### src/hdl/tmc_fifo.sv
module tmc_fifo #(
	parameter int WIDTH = 8,
	parameter int DEPTH = 2
) (
	input logic clk,
	input logic arst_n,
	input logic push,
	output logic full,
	input logic [WIDTH-1:0] wdata,
	input logic pop,
	output logic empty,
	output logic [WIDTH-1:0] rdata
);
	localparam int PtrW = (DEPTH > 1) ? $clog2(DEPTH) : 1;
	localparam int CntW = $clog2(DEPTH + 1);

	logic [WIDTH-1:0] mem_q [DEPTH];
	logic [PtrW-1:0] wr_ptr_q;
	logic [PtrW-1:0] rd_ptr_q;
	logic [CntW-1:0] count_q;
	logic do_push;
	logic do_pop;

	// Full and empty come from the count alone, so neither side sees the other combinationally.
	assign full = (count_q == CntW'(DEPTH));
	assign empty = (count_q == '0);
	assign do_push = push && !full;
	assign do_pop = pop && !empty;
	assign rdata = mem_q[rd_ptr_q];

	// Pointers and fill count.
	always_ff @(posedge clk or negedge arst_n) begin
		if (!arst_n) begin
			wr_ptr_q <= '0;
			rd_ptr_q <= '0;
			count_q <= '0;
		end else begin
			if (do_push) begin
				wr_ptr_q <= (wr_ptr_q == PtrW'(DEPTH - 1)) ? '0 : wr_ptr_q + 1'b1;
			end
			if (do_pop) begin
				rd_ptr_q <= (rd_ptr_q == PtrW'(DEPTH - 1)) ? '0 : rd_ptr_q + 1'b1;
			end
			case ({do_push, do_pop})
				2'b10: count_q <= count_q + 1'b1;
				2'b01: count_q <= count_q - 1'b1;
				default: count_q <= count_q;
			endcase
		end
	end

	// Storage needs no reset.
	always_ff @(posedge clk) begin
		if (do_push) begin
			mem_q[wr_ptr_q] <= wdata;
		end
	end

	a_count_bound: assert property (@(posedge clk) disable iff (!arst_n)
		count_q <= CntW'(DEPTH))
		else $error("fifo count exceeds depth");

endmodule

### config.mk
export PLATFORM = sky130hd
export DESIGN_NAME = tmc_fifo
export DESIGN_NICKNAME = d
export VERILOG_FILES = /design/src/hdl/tmc_fifo.sv
export SDC_FILE = /design/constraint.sdc
export NUM_CORES = 1
export LEC_CHECK = 0
export CAP_MARGIN = 25
export CORE_ASPECT_RATIO = 1.4
export CORE_UTILIZATION = 35
export CTS_BUF_LIST = sky130_fd_sc_hd__clkbuf_2
export DETAILED_ROUTE_END_ITERATION = 7
export DONT_BUFFER_PORTS = 1
export PLACE_DENSITY_LB_ADDON = 0.08
export SYNTH_ARGS = -nofsm -noshare
export SYNTH_HDL_FRONTEND = slang
export SYNTH_SLANG_ARGS = --single-unit
### constraint.sdc
create_clock -name clk -period 2.56 [get_ports clk]
set_clock_uncertainty 0.15 [all_clocks]
set_input_delay 0.512 -clock clk [delete_from_list [all_inputs] [get_ports clk]]
set_output_delay 0.512 -clock clk [all_outputs]
set_load 0.1 [all_outputs]
**After elaboration in Yosys (flattened, before gate mapping)**

Memory sizes are Yosys's and may differ from the RTL's.
Cells that the tools add are included.

- Input port bits: 12
- Register bits after elaboration: 4
- Bits in writable memories: 16
- Output and inout port bits: 10
- Memories: 1

Memory list:

| memory | words | bits a word | rd ports | clocked after Yosys merged registers in | write ports | line | text |
|---|---|---|---|---|---|---|---|
| mem_q | 2 | 8 | 1 | 0 | 1 | 17 | `logic [WIDTH-1:0] mem_q [DEPTH];` |

- Reductions and logical operators: 6
- Equality and inequality tests: 3
- Add/subtract/negate cells: 4
- Mux-type cells: 5

Operator list:

| operator | count |
|---|---|
| $eq 2x2->1 const B | 2 |
| $mux 1 | 4 |
| $pmux 2 s2 | 1 |
| $add 1x1->1 const B | 2 |
| $add 2x1->2 const B | 1 |
| $eq 2x1->1 const B | 1 |
| $logic_and 1x1->1 | 2 |
| $logic_not 1->1 | 2 |
| $logic_not 2->1 | 1 |
| $reduce_bool 2->1 | 1 |
| $sub 2x1->2 const B | 1 |

**Depth between registers and ports, before layout**

- Word-level depth: 5
- Depth in mapped cells: 6
- Gate-level depth less buffers: 6

**Worst setup path before layout**

OpenSTA, ideal clock, no wires.

- Path type: register to register
- Start: register count_q[0]
- End: register count_q[1]
- Setup time: 79 ps
- Stages on the path, launching flop included: 6
- Data arrival time: 2451 ps
- Period minus slack after synthesis: 2681 ps
- Setup slack: -121 ps
- Buffers on the path: 0
- Cells stage by stage: dfrtp_1 > nor2_1 > nor2b_2 > ha_1 > nor2_1 > xor2_1

- Word-level cells in the longest chain between the ends: 5
- Elaborated cells between the ends (all ways): 12
- Those cells by class: add/sub (2); eq/ne (3); mux (1); reduce/logical (6)

Ends and longest elaborated chain:

| what | line | text |
|---|---|---|
| from (decl) | 20 | `logic [CntW-1:0] count_q;` |
| from (signal assigned) | 45 | `2'b10: count_q <= count_q + 1'b1;` |
| from (signal assigned) | 46 | `2'b01: count_q <= count_q - 1'b1;` |
| from (signal assigned) | 47 | `default: count_q <= count_q;` |
| $logic_not 2->1 (*) | 26 | `assign empty = (count_q == '0);` |
| via empty | 11 | `output logic empty,` |
| $logic_not 1->1 (*) | 28 | `assign do_pop = pop && !empty;` |
| $logic_and 1x1->1 (*) | 28 |  |
| via do_pop | 22 | `logic do_pop;` |
| $eq 2x1->1 / $eq 2x2->1 (equally long branches) | 44 | `case ({do_push, do_pop})` |
| $pmux 2 s2 / $reduce_bool 2->1 (equally long branches) | -- |  |

The timed path passes the listed nets; every way through them passes the cells marked *.
A chain may end at the register's enable or synchronous reset.

**Final worst setup path**

- Start: register rd_ptr_q
- End: output port rdata[6]

- Word-level cells in the longest chain between the ends: 1

Ends and longest elaborated chain:

| what | line | text |
|---|---|---|
| from (decl) | 19 | `logic [PtrW-1:0] rd_ptr_q;` |
| from (signal assigned) | 42 | `rd_ptr_q <= (rd_ptr_q == PtrW'(DEPTH - 1)) ? '0 : rd_ptr_q + 1'b1;` |
| $mem_v2 2x8 | -- |  |
| to (decl) | 12 | `output logic [WIDTH-1:0] rdata` |

No other way between the ends.

==> impl_metrics.csv <==
group,metric,value,unit
status,status,"completed",
worst_setup_path,crit_family,"flip-flops",
cells_and_area,area_delta_synth_final,8.75,%
cells_and_area,nets,63,
clock_network,clock-sinks,20,
clock_network,clk_pin_slew_worst_paths,0.17,ns
placed_design,hpwl,905,um
timing,timing.final.crit_share,84.9,%
route,viasPerCell,5.26,
worst_setup_path,crit_chain,"mux2_2",
job,cap_viol_max_count,0,
worst_setup_path,worstPathRequired,1.90,ns
die,start_util,38.2,%
die,die_height,57.6,um
route,route.met3.wl,86,um
timing,rsz0062_at_grt,"no",
global_route,grt_pass1_wl,2000,um
route,drc,0,
worst_setup_path,cp_max_fo,9,
route,ant_nets,0,
global_route,grt_max_degree,12,
global_route,grtUsageTotal,11.7,%
timing,max_slew_margin,52.3,%
synthesis,syn-num-nets,56,
synthesis,ys_seq_area_share,75.2,%
worst_setup_path,critPathBufInv,0,
synthesis,ys_types,13,
die,std_cell_rows,19,
worst_setup_path,worst_ep_arrival_time,1.51,ns
timing,tightest_slew,0.713,ns
timing,tns,0,ns
die,fp.dieArea,2400,um2
synthesis,synth_cells,43,
clock_network,htreeDepth,1,
clock_network,cts_buffers,3,
worst_setup_path,cp-end-kind,"output pin",
route,drt_wl_total,1210,um
worst_setup_path,slowest_delay,0.61,ns
placed_design,routabilityCongestion,0.677,
cells_and_area,fillCellCount,187,
timing,hold_violations,0,
route,vias,368,
min_path,min_path_type,"in -> reg",
worst_setup_path,ff2ff_setup_slack,0.72,ns
die,coreArea,2020,um2
synthesis,synth_seq_cells,20,
route,wl_met2,723,um
timing,finalMaxSlewViolations,0,
clock_network,cts_tree,"built",
synthesis,yosys_warnings,0,
die,ios,22,
clock_network,cts.path.max_buffers,2,
die,fp.dieW,41.7,um
global_route,grt_pass1_vias,426,
route,wl_met1,395,um
cells_and_area,drive_gt1_share,30.6,%
worst_setup_path,critPathSlowestCell,"dfrtp_1",
timing,period_needed,2.17,ns
cells_and_area,n_antenna_cell,0,
timing,finalSetupViolations,0,
route,dr.pass1.iters,3,
clock_network,cts_root_buf,"clkbuf_2",
timing,max_freq,460,MHz
clock_network,clock_latency,0.29,ns
worst_setup_path,startpoint_type,"register",
synthesis,syn_avg_cell_area,18.0,um2
global_route,grt_overflow,0,
clock_network,ctsResizeCount,0,
worst_setup_path,crit_type,"reg -> out",
route,drt_iter0_drc,8,
global_route,antenna_found_initial,0,
route,wl_per_cell,17.2,um
route,dr.max_layer_used,"met3",
synthesis,syn_area,772,um2
placed_design,port_buffers,0,
## Yosys cell counts
cell	n	area, um2
edfxtp_1	16	480
mux2_2	8	90.1
dfrtp_1	4	100
nor2_1	3	11.3
xnor2_1	3	26.3
xor2_1	2	17.5
and3_1	1	6.26
buf_2	1	5.00
ha_1	1	12.5
inv_1	1	3.75
nand2_1	1	3.75
nand2b_1	1	6.26
nor2b_2	1	8.76
## sequential cells by signal (all words and copies together) (netlist names)
signal / count
mem_q: 16
count_q: 2
rd_ptr_q: 1
wr_ptr_q: 1
## metrics by stage
step / utilization, % / instance area, um2 / setup WS (ns) / hold slack (ns) / std cells
3_3_place_gp: 40.1 / 811 / 0.720 / 0.0665 / 65
3_5_place_dp: 40.1 / 811 / 0.691 / 0.0665 / 65
6_report: 41.5 / 840 / 0.386 / 0.151 / 70
2_1_floorplan: - / 774 / 0.387 / 0.0664 / 43
4_1_cts: 41.5 / 840 / 0.339 / 0.128 / 70
5_1_grt: 41.5 / 840 / 0.253 / 0.0948 / 70
## cell type report
class | count | area (um2) | share of cell area [%]
clock buffer | 3 | 15.0 | 1.79
sequential | 20 | 581 | 69.2
tap | 21 | 26.3 | 3.13
timing repair buffer | 3 | 25.0 | 2.98
multi-input combinational | 21 | 185 | 22.1
clock inverter | 1 | 3.75 | 0.447
inverter | 1 | 3.75 | 0.447
## worst paths after layout
| check | startpoint | endpoint | cells after the start |
|---|---|---|---|
| max in group asynchronous | arst_n | rd_ptr_q$_DFFE_PN0P_ | 1 |
| hold / removal | wdata[6] | mem_q[0][6]$_DFFE_PP_ | 0 |
| hold reg to reg | wr_ptr_q$_DFFE_PN0P_ | wr_ptr_q$_DFFE_PN0P_ | 1 |
| min in group asynchronous | arst_n | count_q[0]$_DFFE_PN0P_ | 1 |
| setup / recovery | rd_ptr_q$_DFFE_PN0P_ | rdata[6] | 1 |
| setup reg to reg | count_q[0]$_DFFE_PN0P_ | mem_q[0][2]$_DFFE_PP_ | 3 |
## cell families after synthesis
| family | synth area share (%) |
|---|---|
| xor+xnor | 5.67 |
| fa+ha+maj | 1.62 |
| buf+inv | 1.13 |
| flops | 75.2 |
| mux | 11.7 |
| simple gates | 4.70 |
## cells in the final DEF, fill, tap and decap left out, drive strengths merged
cell type,netlist,layout
ha,1,1
xor2,2,2
and3,1,1
mux2,8,8
inv,1,1
nor2,3,3
nand2b,1,1
dlygate4sd3,0,1
edfxtp,16,16
clkbuf,0,3
dfrtp,4,4
clkinv,0,1
xnor2,3,3
nor2b,1,1
buf,1,2
nand2,1,1
## layer usage
metal / global-route usage [%] / up-vias
met4: 4.15 / 0
met3: 6.01 / 0
met1: 11.3 / 186
met2: 21.0 / 15
met5: 0 / -
li1: - / 167
## what timing repair did
action                                 CTS  global route
endpoints found under the hold margin    4             0
buffers inserted                         0             0
setup endpoints to repair                0             0
hold buffers                             1             0
Power is not shown: default switching activity piles up to over one toggle a cycle in this logic, so the estimate is an artifact.
