--- src/hdl/tmc_pkg.sv ---
package tmc_pkg;

	// Field types at the widths of the ports.
	typedef logic signed [15:0] quat_t;
	typedef logic signed [15:0] scale_t;
	typedef logic signed [31:0] fix_t;

	// Internal arithmetic types.
	// A Q1.15 by Q1.15 product.
	typedef logic signed [31:0] qprod_t;
	// A rotation term in Q4.30, with room for sums of doubled products.
	typedef logic signed [33:0] term_t;
	// A term times a Q8.8 scale.
	typedef logic signed [49:0] mprod_t;
	// A rounding sum, wide enough to hold every bit of the shifted result.
	typedef logic signed [53:0] rsum_t;
	typedef logic [1:0] row_t;

	localparam row_t ROW_0 = 2'd0;
	localparam row_t ROW_1 = 2'd1;
	localparam row_t ROW_2 = 2'd2;
	localparam row_t ROW_LAST = 2'd3;

	localparam term_t TERM_ONE = 34'sh0_4000_0000;
	localparam fix_t FIX_ONE = 32'sh0001_0000;
	localparam fix_t FIX_ZERO = 32'sh0000_0000;
	localparam rsum_t ROUND_BIAS = 54'sd2097152;
	localparam int RoundShift = 22;

	// One classified item: the nine rotation terms in row-major order,
	// the axis scales and the translation.
	typedef struct packed {
		term_t [8:0] m;
		scale_t [2:0] s;
		fix_t [2:0] t;
	} item_t;

	// One matrix row as it leaves the block.
	typedef struct packed {
		row_t row;
		fix_t [3:0] col;
		logic last;
	} row_res_t;

endpackage

--- src/hdl/tmc_back.sv ---
module tmc_back (
	input logic clk,
	input logic arst_n,
	input logic q_empty,
	output logic q_pop,
	input tmc_pkg::item_t q_item,
	output logic res_push,
	input logic res_full,
	output tmc_pkg::row_res_t res
);
	import tmc_pkg::*;

	row_t row_q;
	logic ready;
	logic take;
	term_t [2:0] sel_m;
	fix_t sel_t;

	logic valid_s1;
	row_t row_s1;
	mprod_t [2:0] prod_s1;
	fix_t trans_s1;

	rsum_t [2:0] rsum;

	assign ready = !valid_s1 || !res_full;
	assign take = !q_empty && ready;
	assign q_pop = take && (row_q == ROW_LAST);
	assign res_push = valid_s1 && !res_full;

	// Pick the terms and the translation of the current row.
	always_comb begin
		unique case (row_q)
			ROW_0: begin
				sel_m = {q_item.m[2], q_item.m[1], q_item.m[0]};
				sel_t = q_item.t[0];
			end
			ROW_1: begin
				sel_m = {q_item.m[5], q_item.m[4], q_item.m[3]};
				sel_t = q_item.t[1];
			end
			ROW_2: begin
				sel_m = {q_item.m[8], q_item.m[7], q_item.m[6]};
				sel_t = q_item.t[2];
			end
			default: begin
				sel_m = '0;
				sel_t = FIX_ONE;
			end
		endcase
	end

	// Row sequencer and stage valid.
	always_ff @(posedge clk or negedge arst_n) begin
		if (!arst_n) begin
			row_q <= ROW_0;
			valid_s1 <= 1'b0;
		end else begin
			if (take) begin
				row_q <= row_q + 1'b1;
			end
			if (ready) begin
				valid_s1 <= take;
			end
		end
	end

	// Scale each column term by its axis scale.
	always_ff @(posedge clk) begin
		if (take) begin
			for (int i = 0; i < 3; i++) begin
				prod_s1[i] <= mprod_t'(sel_m[i]) * mprod_t'(q_item.s[i]);
			end
			row_s1 <= row_q;
			trans_s1 <= sel_t;
		end
	end

	// Round half up to Q16.16 and form the result row.
	always_comb begin
		for (int i = 0; i < 3; i++) begin
			rsum[i] = rsum_t'(prod_s1[i]) + ROUND_BIAS;
			res.col[i] = rsum[i][RoundShift +: 32];
		end
		res.col[3] = trans_s1;
		res.row = row_s1;
		res.last = (row_s1 == ROW_LAST);
	end

	a_row_wraps: assert property (@(posedge clk) disable iff (!arst_n)
		take && row_q == ROW_LAST |=> row_q == ROW_0)
		else $error("row counter did not wrap after the last row");

	a_row_steps: assert property (@(posedge clk) disable iff (!arst_n)
		take && row_q != ROW_LAST |=> row_q == $past(row_q) + 2'd1)
		else $error("row counter skipped a row");

	a_last_zero: assert property (@(posedge clk) disable iff (!arst_n)
		valid_s1 && row_s1 == ROW_LAST |-> res.col[0] == FIX_ZERO && res.col[3] == FIX_ONE)
		else $error("constant row is not 0, 0, 0, 1");

endmodule

--- config.mk ---
export PLATFORM = sky130hd
export DESIGN_NAME = tmc_back
export DESIGN_NICKNAME = d
export VERILOG_FILES = /design/src/hdl/tmc_pkg.sv /design/src/hdl/tmc_back.sv
export SDC_FILE = /design/constraint.sdc
export NUM_CORES = 2
export LEC_CHECK = 0
export ABC_CLOCK_PERIOD_IN_PS = 14700
export BUFFER_PORTS_ARGS = -buffer_cell sky130_fd_sc_hd__buf_2
export CORE_MARGIN = 2
export CORE_UTILIZATION = 50
export DETAILED_ROUTE_END_ITERATION = 16
export GPL_TIMING_DRIVEN = 0
export PLACE_DENSITY = 0.76
export SLEW_MARGIN = 20
export SYNTH_ARGS = -nofsm -noshare
export SYNTH_HDL_FRONTEND = slang
export SYNTH_SLANG_ARGS = --single-unit
--- constraint.sdc ---
create_clock -name clk -period 14.7 [get_ports clk]
set_input_delay 1.47 -clock clk [delete_from_list [all_inputs] [get_ports clk]]
set_output_delay 1.47 -clock clk [all_outputs]
set_load 0.02 [all_outputs]
# Word level (Yosys, flattened, before mapping)
# Index checks and enable logic that the tools add are counted.
# word_totals
reg_bits	187
elab_cells	28
# op_classes
addsub	4
mul	3
eq_ne	4
n_mux	2
n_reduce_logical	8
# op_table
op	count
102-bit one-hot mux with 3 select lines	1
50-bit by 23-bit adder with 51-bit output (second input constant)	3
34-bit by 16-bit multiplier with 50-bit output	3
32-bit one-hot mux with 3 select lines	1
2-bit equality test (second input constant)	3
1-bit logical AND	3
1-bit zero test	3
2-bit by 1-bit adder with 2-bit output (second input constant)	1
2-bit by 1-bit equality test with 1-bit output (second input constant)	1
2-bit zero test	1
1-bit logical OR	1

# Depth between registers and ports, before layout
# depth
word_depth	4
ltp_mapped	32
depth_no_buf	28

# Worst setup path after synthesis
# No wires, ideal clock.
# synth_timing
kind	input -> output
startpoint	input q_empty
endpoint	output q_pop
arrival_ns	8.174
setup_slack_ns	5.056
stages	2
path_cell_list	a21oi_1 and2_1
# synth_via
elab_chain_cells	3
# synth_rtl
item	line	source
start: declaration	tmc_back.sv:4	input logic q_empty,
1-bit zero test	tmc_back.sv:27	assign take = !q_empty && ready;
1-bit logical AND	tmc_back.sv:27	
1-bit logical AND	tmc_back.sv:28	assign q_pop = take && (row_q == ROW_LAST);
end: declaration	tmc_back.sv:5	output logic q_pop,
# No other way between the ends.

# Worst setup path after layout
# layout_timing
startpoint	register row_q[0]
endpoint	register prod_s1[139] (netlist bit) (data pin)
# layout_via
elab_chain_cells	3
elab_cells_between_ends	5
classes_between	mul: 1; eq/ne: 2; mux: 1; reduce/logical: 1
# layout_rtl
item	line	source
start: declaration	tmc_back.sv:13	row_t row_q;
start signal: assignment	tmc_back.sv:60	row_q <= row_q + 1'b1;
2-bit equality test (tied with other cells)	tmc_back.sv:33	unique case (row_q)
102-bit one-hot mux with 3 select lines (*)	tmc_back.sv:33	
34-bit by 16-bit multiplier with 50-bit output (*)	tmc_back.sv:72	prod_s1[i] <= mprod_t'(sel_m[i]) * mprod_t'(q_item.s[i]);
end signal: indexed assignment	tmc_back.sv:72	
end: declaration	tmc_back.sv:21	mprod_t [2:0] prod_s1;
# Every way passes the cells marked *; elsewhere a longest branch is shown, timed or not.
# A chain may end at the register's enable or synchronous reset.

==> report_table.html <==
<table>
<tr><th>Metric</th><th>Value</th></tr>
<tr><th colspan="2">Finish</th></tr>
<tr><td>Nets@finish</td><td>9699</td></tr>
<tr><td>Synth-to-layout area growth</td><td>9.70%</td></tr>
<tr><td>Fraction of final layout cells with drive strength greater than 1</td><td>0.0911</td></tr>
<tr><td>Final Util</td><td>0.552</td></tr>
<tr><th colspan="2">Routing</th></tr>
<tr><td>Number of routed nets with antenna violations</td><td>0</td></tr>
<tr><td>Iter 0 DRT Violations</td><td>5192</td></tr>
<tr><td>DRC</td><td>0</td></tr>
<tr><td>Top layer used by detailed routing</td><td>met5</td></tr>
<tr><td>Detailed-route wire length on metal 1</td><td>between 70 and 80 mm</td></tr>
<tr><td>Wire length after detailed routing</td><td>229 mm</td></tr>
<tr><td>Routed len/inst</td><td>25.3 um</td></tr>
<tr><td>Met3 routed wirelength</td><td>34.6 mm</td></tr>
<tr><td>Detailed Routing Iterations Pass 1</td><td>8</td></tr>
<tr><td>Detailed-route vias per instance</td><td>roughly 5.6</td></tr>
<tr><td>Wire length on met2</td><td>98.8 mm</td></tr>
<tr><td>DR vias</td><td>50.9k</td></tr>
<tr><th colspan="2">Clock tree</th></tr>
<tr><td>Worst-case clock buffer depth</td><td>2</td></tr>
<tr><td>Setup Buffers After CTS</td><td>0</td></tr>
<tr><td>Number of H-tree levels</td><td>4</td></tr>
<tr><td>Sink Count</td><td>124</td></tr>
<tr><td>Root cell of the clock tree</td><td>sky130_fd_sc_hd__clkbuf_16</td></tr>
<tr><td>Post-cts gate resize count</td><td>0</td></tr>
<tr><td>Number of buffers created by CTS</td><td>17</td></tr>
<tr><td>Clock-pin transition on the worst setup and hold timing paths</td><td>approximately 70 ps</td></tr>
<tr><td>Clock Latency Late Sink</td><td>540 ps</td></tr>
<tr><td>CTS tree</td><td>done</td></tr>
<tr><td>Number of buffers added to fix hold violations after cts</td><td>0</td></tr>
<tr><th colspan="2">Synthesis</th></tr>
<tr><td>Share of synthesized registers carrying an async set or reset</td><td>0.0242</td></tr>
<tr><td>Main synth FF type</td><td>sky130_fd_sc_hd__edfxtp_1</td></tr>
<tr><td>Commonest cells in the netlist</td><td>sky130_fd_sc_hd__inv_1, sky130_fd_sc_hd__fa_1, sky130_fd_sc_hd__nand2_1, sky130_fd_sc_hd__and2_1, sky130_fd_sc_hd__ha_1</td></tr>
<tr><td>Largest area contributor in the synthesized netlist</td><td>sky130_fd_sc_hd__fa_1</td></tr>
<tr><td>#FFs+latches synth</td><td>approximately 120</td></tr>
<tr><td>Most common cell in the synthesized netlist</td><td>sky130_fd_sc_hd__inv_1</td></tr>
<tr><td>Portion of the post-synthesis area used by sequential elements</td><td>0.0606</td></tr>
<tr><td>Syn_nets</td><td>9085</td></tr>
<tr><td>Netlist Area Pre-Place</td><td>61200 um2</td></tr>
<tr><td>Leading post-synthesis cells by cell area</td><td>sky130_fd_sc_hd__fa_1, sky130_fd_sc_hd__inv_1, sky130_fd_sc_hd__ha_1, sky130_fd_sc_hd__and2_1, sky130_fd_sc_hd__nand2_1</td></tr>
<tr><td>Number of cells produced by synthesis</td><td>6740</td></tr>
<tr><td>Avg Cell Area, Syn</td><td>9.09 um2</td></tr>
<tr><td>Distinct cell type count after synthesis</td><td>57</td></tr>
<tr><td>Yosys warning count</td><td>0</td></tr>
<tr><td>Top-area cell type share of the netlist area</td><td>0.503</td></tr>
<tr><td>Count of flip-flops with a built-in enable after synthesis</td><td>121</td></tr>
<tr><th colspan="2">Floorplanning</th></tr>
<tr><td>Area of the die</td><td>125000 um2</td></tr>
<tr><td>Row Count</td><td>128</td></tr>
<tr><td>Die Y</td><td>354 um</td></tr>
<tr><td>Starting density of the core</td><td>0.503</td></tr>
<tr><td>Standard cell core area</td><td>122000 um2</td></tr>
<tr><td>Die span in x</td><td>354 um</td></tr>
<tr><td>Number of top-level pins</td><td>587</td></tr>
<tr><th colspan="2">Timing</th></tr>
<tr><td>Final count of hold timing violations</td><td>0</td></tr>
<tr><td>Worst clock skew</td><td>13.9 ps</td></tr>
<tr><td>Actual transition at the worst max-transition pin</td><td>1310 ps</td></tr>
<tr><td>Fmax achieved</td><td>87.3 MHz</td></tr>
<tr><td>Final-report max-slew violation count</td><td>0</td></tr>
<tr><td>Unrepaired setup endpoints after global routing</td><td>no</td></tr>
<tr><td>Aggregate negative setup slack</td><td>0 ps</td></tr>
<tr><td>Tightest slew margin relative to the limit</td><td>0.124</td></tr>
<tr><td>Final critical path time including I/O delays and setup</td><td>between 10000 and 15000 ps</td></tr>
<tr><td>Period utilisation layout</td><td>0.779</td></tr>
<tr><td>Final setup violation count</td><td>0</td></tr>
<tr><td>Final worst-path setup slack</td><td>3250 ps</td></tr>
<tr><th colspan="2">Setup path</th></tr>
<tr><td>Highest-delay cell along the critical path</td><td>sky130_fd_sc_hd__nor2_1</td></tr>
<tr><td>Critical setup path kind</td><td>reg2reg</td></tr>
<tr><td>Crit path capture type</td><td>flip-flop</td></tr>
<tr><td>Critical Path RT</td><td>14980 ps</td></tr>
<tr><td>Startpoint type of the worst setup path</td><td>flip-flop</td></tr>
<tr><td>Minimum setup slack among reg-to-reg paths</td><td>about 3200 ps</td></tr>
<tr><td>Worst endpoint data arrival time</td><td>11740 ps</td></tr>
<tr><td>Crit-path max FO</td><td>11</td></tr>
<tr><td>Crit path max-delay family</td><td>adder cells</td></tr>
<tr><td>Number of gates on the worst path with buffers counted</td><td>29</td></tr>
<tr><td>Library cell appearing most often on the critical path</td><td>sky130_fd_sc_hd__fa_1</td></tr>
<tr><td>Slowest cell delay on critical path</td><td>approximately 1000 ps</td></tr>
<tr><td>Reg2reg path depth</td><td>29</td></tr>
<tr><td>Worst path bufs/invs</td><td>8</td></tr>
<tr><th colspan="2">Placement</th></tr>
<tr><td>Dpl hpwl</td><td>195 mm</td></tr>
<tr><td>Pre-CTS worst setup slack</td><td>3300 ps</td></tr>
<tr><td>Final Wtd Congestion</td><td>approximately 1.1</td></tr>
<tr><td>Buffers on Ports</td><td>575</td></tr>
<tr><th colspan="2">GRT</th></tr>
<tr><td>Antenna violations before repair</td><td>49</td></tr>
<tr><td>First-pass GRT wire length</td><td>338 mm</td></tr>
<tr><td>Sum of overflow across all layers after global routing</td><td>0</td></tr>
<tr><td>Overall track demand over capacity in global routing</td><td>0.373</td></tr>
<tr><td>Number of global-route vias before repair</td><td>around 54k</td></tr>
<tr><td>Maximum number of pins on one net before global-route repair</td><td>22</td></tr>
<tr><th colspan="2">Hold path</th></tr>
<tr><td>Hold Crit Depth</td><td>0</td></tr>
<tr><td>Worst hold-check path type</td><td>reg2reg</td></tr>
<tr><th colspan="2">Job</th></tr>
<tr><td>Number of violations of the max-capacitance limit</td><td>0</td></tr>
<tr><th colspan="2">Status</th></tr>
<tr><td>Result of the run</td><td>finished clean</td></tr>
</table>
==> cell usage in the layout (no fill, tap or decap), types with 74 or more instances in the layout <==
cell type,netlist,layout
sky130_fd_sc_hd__inv_1,1751,1751
sky130_fd_sc_hd__fa_1,1539,1539
sky130_fd_sc_hd__nand2_1,971,971
sky130_fd_sc_hd__and2_1,642,642
sky130_fd_sc_hd__buf_2,1,581
sky130_fd_sc_hd__ha_1,352,352
sky130_fd_sc_hd__clkbuf_1,305,282
sky130_fd_sc_hd__nor2_1,269,269
sky130_fd_sc_hd__xnor2_1,139,139
sky130_fd_sc_hd__a222oi_1,132,132
sky130_fd_sc_hd__edfxtp_1,121,121
sky130_fd_sc_hd__a21oi_1,75,74
==> registers in the layout, summed over array words and instances (netlist names) <==
| signal | count |
|---|---|
| row_q | 2 |
| valid_s1 | 1 |
| prod_s1 | 87 |
| trans_s1 | 32 |
| row_s1 | 2 |
==> layer usage <==
layer	global-route usage	vias to the layer above
li1	-	21078
met1	0.429	25585
met2	0.555	3350
met3	0.175	824
met4	0.251	16
met5	0	-
==> worst register-to-register path, delay by kind of cell (launching register included) <==
family	cells	cell delay, ps
flops	1	420
compound gates	7	2560
fa+ha+maj	8	3530
simple gates	5	1690
xor+xnor	1	90
buf+inv	8	2940
==> through the flow <==
step	instance area [um2]	hold slack, ps	instances
after floorplan	61200	461	6740
after global placement	66100	478	8940
after detailed placement	66400	526	8954
after CTS	67000	542	8986
after global routing	67100	562	9012
final	67200	546	9037
==> cells by family (layout without fill, tap and decap cells) <==
group | count (synthesis) | after routing | synth area share
buffers and inverters | 2084 | 2711 | 0.128
other | 0 | 45 | 0
AOI/OAI and AO/OA | 406 | 406 | 0.0511
DFF | 124 | 124 | 0.0606
adders and majority gates | 1891 | 1891 | 0.575
and+or+nand+nor | 2040 | 2040 | 0.157
xor gates and xnor gates | 195 | 195 | 0.0279
==> final timing paths <==
path / from / endpoint
min in group asynchronous: arst_n / valid_s1$_DFFE_PN0N_
min reg2reg: row_q[0]$_DFFE_PN0P_ / row_s1[0]$_DFFE_PP_
min: row_q[0]$_DFFE_PN0P_ / row_s1[0]$_DFFE_PP_
max in group asynchronous: arst_n / row_q[1]$_DFFE_PN0P_
max reg2reg: row_q[0]$_DFFE_PN0P_ / prod_s1[139]$_DFFE_PP_
max: row_q[0]$_DFFE_PN0P_ / prod_s1[139]$_DFFE_PP_
==> final cells by class <==
cell class                 count  area [um2]
antenna                       45         113
buffer                       333        1320
clock buffer                  17         425
clock inverter                15         149
fill                       11047       54500
inverter                    1751        6570
multi-input combinational   4532       49700
sequential                   124        3710
tap                         1625        2030
timing repair buffer         595        3180
Power is not shown: default switching activity piles up to over one toggle a cycle in this logic, so the estimate is an artifact.
